**src/rtl/core/acre_pkg.sv**
```systemverilog
package acre_pkg;

	localparam int     BASE_W     = 8;
	localparam int     CNT_W      = 17;
	localparam int     OP_W       = 2;
	localparam int     NUM_REC    = 3;
	localparam longint MAX_COLUMNS = 64'd65536;
	localparam longint FIELD_MAX   = 64'd131071;

	localparam logic [CNT_W-1:0] COUNT_CAP =
		CNT_W'((MAX_COLUMNS < FIELD_MAX) ? MAX_COLUMNS : FIELD_MAX);

	localparam logic [BASE_W-1:0] GAP_BYTE = 8'd45;

	// column class; NONE marks no open run, SKIP a double gap
	typedef logic [2:0] cls_t;
	localparam cls_t CLS_MATCH    = 3'd0;
	localparam cls_t CLS_MISMATCH = 3'd1;
	localparam cls_t CLS_INSERT   = 3'd2;
	localparam cls_t CLS_DELETE   = 3'd3;
	localparam cls_t CLS_NONE     = 3'd4;
	localparam cls_t CLS_SKIP     = 3'd5;

	localparam logic KIND_RUN     = 1'b0;
	localparam logic KIND_SUMMARY = 1'b1;

	typedef struct packed {
		cls_t             open_op;
		logic [CNT_W-1:0] open_len;
		logic [CNT_W-1:0] aligned;
		logic [CNT_W-1:0] events;
	} state_t;

	typedef struct packed {
		logic             kind;
		logic [OP_W-1:0]  op;
		logic [CNT_W-1:0] len;
		logic [CNT_W-1:0] aligned;
		logic [CNT_W-1:0] events;
		logic             last;
	} record_t;

	function automatic logic [CNT_W-1:0] sat_inc(input logic [CNT_W-1:0] v);
		return (v < COUNT_CAP) ? v + CNT_W'(1) : COUNT_CAP;
	endfunction

endpackage

```
**src/rtl/core/acre_step.sv**
```systemverilog
module acre_step (
	input  logic                          cs_mode,
	input  logic [acre_pkg::BASE_W-1:0]   target_base,
	input  logic [acre_pkg::BASE_W-1:0]   query_base,
	input  logic                          last_column,
	input  acre_pkg::state_t              st_cur,
	output acre_pkg::state_t              st_nxt,
	output acre_pkg::record_t [acre_pkg::NUM_REC-1:0] recs,
	output logic [1:0]                    rec_n
);
	import acre_pkg::*;

	always_comb begin
		logic   tgap;
		logic   qgap;
		cls_t   op;
		state_t s;
		logic [1:0] n;
		record_t r;

		tgap = (target_base == GAP_BYTE);
		qgap = (query_base == GAP_BYTE);
		s    = st_cur;
		n    = 2'd0;
		recs = '0;
		r    = '0;

		priority if (!tgap && !qgap) begin
			op = (cs_mode && (target_base != query_base)) ? CLS_MISMATCH : CLS_MATCH;
			s.aligned = sat_inc(s.aligned);
		end else if (tgap && !qgap) begin
			op = CLS_INSERT;
		end else if (!tgap && qgap) begin
			op = CLS_DELETE;
		end else begin
			op = CLS_SKIP;
		end

		if (op != CLS_SKIP) begin
			// mismatches never merge
			if ((op != s.open_op) || (op == CLS_MISMATCH)) begin
				if (s.open_op != CLS_NONE) begin
					r      = '0;
					r.kind = KIND_RUN;
					r.op   = s.open_op[OP_W-1:0];
					r.len  = s.open_len;
					recs[n] = r;
					n = n + 2'd1;
				end
				s.open_op  = op;
				s.open_len = '0;
			end
			s.open_len = sat_inc(s.open_len);
			s.events   = sat_inc(s.events);
		end

		if (last_column) begin
			if (s.open_op != CLS_NONE) begin
				r      = '0;
				r.kind = KIND_RUN;
				r.op   = s.open_op[OP_W-1:0];
				r.len  = s.open_len;
				recs[n] = r;
				n = n + 2'd1;
			end
			r         = '0;
			r.kind    = KIND_SUMMARY;
			r.aligned = s.aligned;
			r.events  = s.events;
			recs[n]   = r;
			n = n + 2'd1;
			s.open_op  = CLS_NONE;
			s.open_len = '0;
			s.aligned  = '0;
			s.events   = '0;
		end

		if (n != 2'd0) begin
			recs[n - 2'd1].last = 1'b1;
		end

		st_nxt = s;
		rec_n  = n;
	end

endmodule

```
**src/rtl/core/alignment_cigar_run_encoder.sv**
```systemverilog
// channel  | dir | signals                          | content
// ---------+-----+----------------------------------+------------------------------------
// s_*      | in  | s_tvalid s_tready s_tdata s_tlast | one alignment column, tlast ends block
// m_*      | out | m_tvalid m_tready m_tdata m_tuser | run or summary record, tlast = final
//          |     | m_tlast                           | record of its column
// cfg_*    | in  | cfg_valid cfg_ready cfg_data      | cs_mode
//
// A column is held in the input register, then is classified and its
// records (0 to 3) are loaded into a three-entry record buffer in one step.
// One column per cycle while each yields at most one record and m_tready is
// high; a column with several records holds the single output port for each in turn, which sets the rate.
// Reset clears the run state, counters, buffer count and cs_mode. Either side
// may stall at any time; a stalled output holds the input register once full.
module alignment_cigar_run_encoder (
	input  logic        clk,
	input  logic        arst_n,
	input  logic        s_tvalid,
	output logic        s_tready,
	input  logic [15:0] s_tdata,   // [7:0] target_base, [15:8] query_base
	input  logic        s_tlast,   // last_column
	output logic        m_tvalid,
	input  logic        m_tready,
	output logic [55:0] m_tdata,   // [1:0] run_op, [18:2] run_length,
	                               // [35:19] aligned_count, [52:36] event_count
	output logic [0:0]  m_tuser,   // [0] record_kind
	output logic        m_tlast,   // last_record
	input  logic        cfg_valid,
	output logic        cfg_ready,
	input  logic        cfg_data   // cs_mode
);
	import acre_pkg::*;

	logic                cs_mode_q;
	logic                v_s1;
	logic [BASE_W-1:0]   tgt_s1;
	logic [BASE_W-1:0]   qry_s1;
	logic                last_s1;
	state_t              st_q;
	state_t              st_nxt;
	record_t [NUM_REC-1:0] step_recs;
	logic [1:0]          step_n;
	record_t             rec_q [NUM_REC];
	logic [1:0]          cnt_q;
	logic                take;
	logic                go;

	acre_step u_step (
		.cs_mode     (cs_mode_q),
		.target_base (tgt_s1),
		.query_base  (qry_s1),
		.last_column (last_s1),
		.st_cur      (st_q),
		.st_nxt      (st_nxt),
		.recs        (step_recs),
		.rec_n       (step_n)
	);

	assign cfg_ready = 1'b1;
	assign m_tvalid  = (cnt_q != 2'd0);
	assign take      = m_tvalid && m_tready;
	// buffer must be drained by the end of this cycle before new records load
	assign go        = v_s1 && ((step_n == 2'd0) || (cnt_q == 2'd0) ||
	                            ((cnt_q == 2'd1) && m_tready));
	assign s_tready  = !v_s1 || go;

	assign m_tdata   = {3'b000, rec_q[0].events, rec_q[0].aligned, rec_q[0].len, rec_q[0].op};
	assign m_tuser   = rec_q[0].kind;
	assign m_tlast   = rec_q[0].last;

	always_ff @(posedge clk or negedge arst_n) begin
		if (!arst_n) begin
			cs_mode_q <= 1'b0;
		end else if (cfg_valid) begin
			cs_mode_q <= cfg_data;
		end
	end

	always_ff @(posedge clk or negedge arst_n) begin
		if (!arst_n) begin
			v_s1 <= 1'b0;
		end else if (s_tready) begin
			v_s1 <= s_tvalid;
		end
	end

	always_ff @(posedge clk) begin
		if (s_tready && s_tvalid) begin
			tgt_s1  <= s_tdata[7:0];
			qry_s1  <= s_tdata[15:8];
			last_s1 <= s_tlast;
		end
	end

	always_ff @(posedge clk or negedge arst_n) begin
		if (!arst_n) begin
			st_q.open_op  <= CLS_NONE;
			st_q.open_len <= '0;
			st_q.aligned  <= '0;
			st_q.events   <= '0;
		end else if (go) begin
			st_q <= st_nxt;
		end
	end

	always_ff @(posedge clk or negedge arst_n) begin
		if (!arst_n) begin
			cnt_q <= 2'd0;
		end else if (go && (step_n != 2'd0)) begin
			cnt_q <= step_n;
		end else if (take) begin
			cnt_q <= cnt_q - 2'd1;
		end
	end

	always_ff @(posedge clk) begin
		if (go && (step_n != 2'd0)) begin
			rec_q[0] <= step_recs[0];
			rec_q[1] <= step_recs[1];
			rec_q[2] <= step_recs[2];
		end else if (take) begin
			rec_q[0] <= rec_q[1];
			rec_q[1] <= rec_q[2];
		end
	end

`ifndef NO_ASSERTIONS
	a_load_count: assert property (@(posedge clk) disable iff (!arst_n)
		(go && (step_n != 2'd0)) |=> (cnt_q == $past(step_n)))
		else $error("record buffer count differs from records loaded");

	a_summary_last: assert property (@(posedge clk) disable iff (!arst_n)
		(m_tvalid && m_tuser[0]) |-> m_tlast)
		else $error("summary record not flagged as final");

	a_block_closed: assert property (@(posedge clk) disable iff (!arst_n)
		(go && last_s1) |=> ((st_q.open_op == CLS_NONE) && (st_q.events == '0)))
		else $error("state not cleared after end of block");

	a_run_nonempty: assert property (@(posedge clk) disable iff (!arst_n)
		(m_tvalid && !m_tuser[0]) |-> (m_tdata[18:2] != '0))
		else $error("run record with zero length");
`endif

endmodule

```
**config.mk**
```make
export PLATFORM = sky130hd
export DESIGN_NAME = alignment_cigar_run_encoder
export DESIGN_NICKNAME = d
export VERILOG_FILES = /design/src/rtl/core/acre_pkg.sv /design/src/rtl/core/acre_step.sv /design/src/rtl/core/alignment_cigar_run_encoder.sv
export SDC_FILE = /design/constraint.sdc
export NUM_CORES = 1
export LEC_CHECK = 0
export ABC_CLOCK_PERIOD_IN_PS = 6000
export BUFFER_PORTS_ARGS = -buffer_cell sky130_fd_sc_hd__buf_2
export CAP_MARGIN = 0
export CORE_UTILIZATION = 55
export CTS_CLUSTER_SIZE = 14
export DETAILED_ROUTE_END_ITERATION = 7
export PLACE_DENSITY = 0.85
export SYNTH_ARGS = -nofsm -noshare
export SYNTH_HDL_FRONTEND = slang
export SYNTH_HIERARCHICAL = 1
export SYNTH_SLANG_ARGS = --single-unit
```
**constraint.sdc**
```tcl
create_clock -name clk -period 6 [get_ports clk]
set_input_delay 0.6 -clock clk [delete_from_list [all_inputs] [get_ports clk]]
set_output_delay 0.6 -clock clk [all_outputs]
set_load 0.02 [all_outputs]
```
==> summary by stage <==
Outcome
The run finished with clean final reports.

STA
The measured slew at the worst slew-check pin is 797 ps. The share of the clock period used by the worst path after layout is 0.935. The number of endpoints with negative hold slack in the final report is 0. After routing, the total negative slack on setup checks comes to 0 ps. The number of endpoints failing setup at the final stage is 0. Measured against its own limit, the worst slew margin works out to 0.468. The fmax is about 180 MHz. The count of pins over their slew limit is 0. Clock skew on the completed layout was measured at 20.2 ps. Setup repair after global routing left no endpoint under its margin. The minimum clock period is 5610 ps.

Routing
The number of vias in the routed layout is 8012. The detailed-route wire length is 24300 um. The detail route stage leaves a number of antenna-violating nets equal to 0. The number of design rule violations left after detail routing is 0.

The first detailed-routing pass ran for 6 iterations. After detailed routing, the average wire length per cell comes to 17.0 um. After detailed routing, the number of vias per cell comes to 5.60. The number of violations reported at the end of detailed-routing iteration 0 is 585.

Clock network
At the later pin of the worst-skew pair, clock insertion delay measures 520 ps. The number of hold buffers added after cts is 0. The clock passes through at most 3 buffers. The clock slew seen by the registers of the worst setup and hold paths is 70 ps. The root buffer cell chosen for the clock tree is sky130_fd_sc_hd__clkbuf_16. The maximum level of the CTS H-tree is 1.

The number of gates resized after CTS was 0. The clock net in this run drives a total of 240 sinks. TritonCTS built the clock tree. Post-CTS timing repair inserted 0 buffers for setup. The total clock buffers created by CTS is 25.

Global route
The number of global-route vias before repair is 7868. The largest net degree at the start of global routing is 59. The global router's overall resource usage is 0.203.

The initial antenna violation count is 0. The first global-routing pass estimated approximately 40000 um of wire. The aggregate global routing overflow is 0.

Power and ir drop
The switching portion of total power is 0.334. The internal power contribution is 4120 uW. The share of total power dissipated in combinational logic is 0.335.

The register share of total power is 0.442. Dividing total power by cell area gives a power density of 446 mW/mm^2. In this run the power spent charging and discharging nets is 2070 uW. Summed over all cells, the static leakage comes to between 0.005 and 0.006 uW. The clock group share of total power is 0.223.

The worst ir drop on vdd is 0.000352 V.

Floorplan
The floorplan step set the die width to 156 um. The initial utilization of the core area, before any placement, comes to 0.569. The floorplan step set the die height to 156 um. The number of placed I/O pins is 84. The row count is 55. The area inside the core boundary is 0.0229 mm^2. The floorplan die area is roughly 0.024 mm^2.

Worst setup path
The reg-to-reg startpoint is tgt_s1[4]. Setup slack on the worst reg-to-reg path comes out at 430 ps. The capturing element type of the critical path is an output pin. The worst register-to-register path ends at rec_q[0][4]. The type of the setup path with the least slack is reg2out. For the worst setup path, the data arrival time is 5010 ps. The worst reg2reg path depth is 17.

The data required time at the worst endpoint is 5400 ps. The worst setup path is launched from a flip-flop. Of all nets on the critical path, the largest fanout is 16.

Final layout
The count of cells in the finished layout, fillers not included, comes to approximately 1400. The area growth from synthesis to layout is 6.50%. The number of fill cells in the layout is around 1800. The combined flip-flop and latch cell area is 0.00692 mm^2. Summing all multi-input logic gate instances after layout gives 0.00523 mm^2. In the final layout, the share of cells above drive strength 1 is 0.276. 0 antenna diodes ended up in the layout. In the final design database the tool counted 1134 nets.

Yosys
After synthesis the netlist holds a flip-flop and latch count of 240. The share of flip-flops with an asynchronous set or reset is 0.242. The predominant post-synthesis flop cell is sky130_fd_sc_hd__edfxtp_1. In this run the cell area of the synthesized design comes to 0.0130 mm^2. Synthesis handed over a netlist of 1085 instances. The mean post-synth cell area is between 10 and 15 um^2. For this run, the number of Yosys warnings is 6. The portion of the post-synthesis area used by sequential elements is 0.531.

The number of synthesized flops with an enable pin is 182. The number of distinct library cell variants in the gate-level netlist after synthesis is 69.

Worst hold path
The path class of the lowest-slack min-delay path is in2async.

Place
The wire-length estimate of the detail-placed layout is 15100 um. The number of buffers inserted by port buffering is 79. The placed cell count is approximately 1400. The final RePlAce weighted congestion is roughly 0.87.

Flow run
The tool flagged a number of max-cap violations equal to 0.
-- flip-flops by register name, indices dropped and copies added (netlist names) --
signal and flops:
cnt_q 2, cs_mode_q 1, last_s1 1, qry_s1 8
rec_q 165, st_q 54, tgt_s1 8, v_s1 1
-- cell type report --
type | count | share of cell area
flip-flops and latches | 240 | 0.499
multi-input cells | 722 | 0.377
clock buffers | 33 | 0.0472
repair buffers | 95 | 0.0399
well taps | 313 | 0.0282
clock inverters | 12 | 0.00469
inverters | 16 | 0.00433
-- cell families (layout without fill, tap and decap cells) --
family	Yosys count	in the layout	share of synthesized area
AO/OA/AOI/OAI	100	100	0.0520
flip-flops	240	240	0.531
XOR/XNOR	35	35	0.0235
AND/OR/NAND/NOR	369	369	0.130
buffers and inverters	157	156	0.0791
adder cells (fa/ha/maj)	11	11	0.0106
other	3	37	0.000864
multiplexers	170	170	0.172
-- worst max-delay path by stage --
stage	startpoint	to	slack, ps	cells past startpoint
floorplan	qry_s1[4]	rec_q[1][0]	540	16
global placement	qry_s1[4]	rec_q[0][11]	770	17
detailed placement	tgt_s1[4]	rec_q[0][4]	530	17
CTS	tgt_s1[4]	rec_q[0][4]	490	17
global route	tgt_s1[4]	s_tready	70	17
finish	tgt_s1[4]	s_tready	390	17
-- cell usage after synthesis, drive strengths merged, types with 7 or more instances --
master,count,area [um^2]
a211oi,8,65.1
a21oi,21,105
and2,10,62.6
and3,9,56.3
buf,113,866
clkbuf,28,105
dfrtp,57,1430
edfxtp,182,5470
ha,11,138
inv,16,60.1
mux2,166,2200
nand2,74,278
nand2b,7,43.8
nand3,26,135
nand4,9,56.3
nor2,176,663
nor2b,11,68.8
nor3,8,40.0
o211ai,8,60.1
o21ai,23,126
or3,9,56.3
or4,10,78.8
xnor2,18,158
xor2,17,149
-- metal layers --
| metal | global-route usage | part of all wire |
|---|---|---|
| met5 | 0 | 0 |
| met3 | 0.0267 | 0.049 |
| met4 | 0.0677 | 0.026 |
| met2 | 0.352 | 0.50 |
| met1 | 0.264 | 0.43 |
-- layout by cell type, fill, tap and decap left out, drive strengths merged, types with 10 or more instances in the layout --
cell    instances
clkbuf         33
mux2          166
nor2          176
edfxtp        182
and2           10
buf            95
ha             11
dfrtp          57
nand3          26
or4            10
nor2b          11
xor2           17
conb           37
inv            16
nand2          74
xnor2          18
clkinv         10
o21ai          23
a21oi          21
-- worst max-delay path: stages, from the launching register on --
cell	delay, ps
sky130_fd_sc_hd__edfxtp_1	410
sky130_fd_sc_hd__nor4b_1	400
sky130_fd_sc_hd__nand4_1	180
sky130_fd_sc_hd__ha_1	390
sky130_fd_sc_hd__xor2_1	210
sky130_fd_sc_hd__nor4_2	400
sky130_fd_sc_hd__o21bai_1	130
sky130_fd_sc_hd__buf_4	210
sky130_fd_sc_hd__and2_1	180
sky130_fd_sc_hd__nand2_1	220
sky130_fd_sc_hd__inv_1	180
sky130_fd_sc_hd__ha_1	340
sky130_fd_sc_hd__nand2b_1	170
sky130_fd_sc_hd__o21ai_0	310
sky130_fd_sc_hd__o21a_1	260
sky130_fd_sc_hd__nor2b_1	280
sky130_fd_sc_hd__inv_1	60
sky130_fd_sc_hd__buf_2	160
-- stage by stage --
step / hold slack, ps / worst slack (ps) / util / power, uW / area, um^2
2_1_floorplan: 304 / 542 / - / 4520 / 13200
3_3_place_gp: 496 / 773 / 0.574 / 4770 / 13200
3_5_place_dp: 514 / 534 / 0.574 / 4850 / 13200
4_1_cts: 238 / 490 / 0.605 / 6240 / 13900
5_1_grt: 238 / 70.3 / 0.606 / 6490 / 13900
6_report: 245 / 391 / 0.606 / 6190 / 13900
-- power groups by stage --
| stage | Sequential, uW | Clock [uW] | Combinational [uW] |
|---|---|---|---|
| floorplan | 2720 | 0 | 1800 |
| global placement | 2750 | 0 | 2020 |
| detailed placement | 2770 | 0 | 2070 |
| CTS | 2750 | 1410 | 2080 |
| global route | 2790 | 1470 | 2230 |
| finish | 2740 | 1380 | 2080 |
No activity file was read; power rests on OpenSTA's default activity.
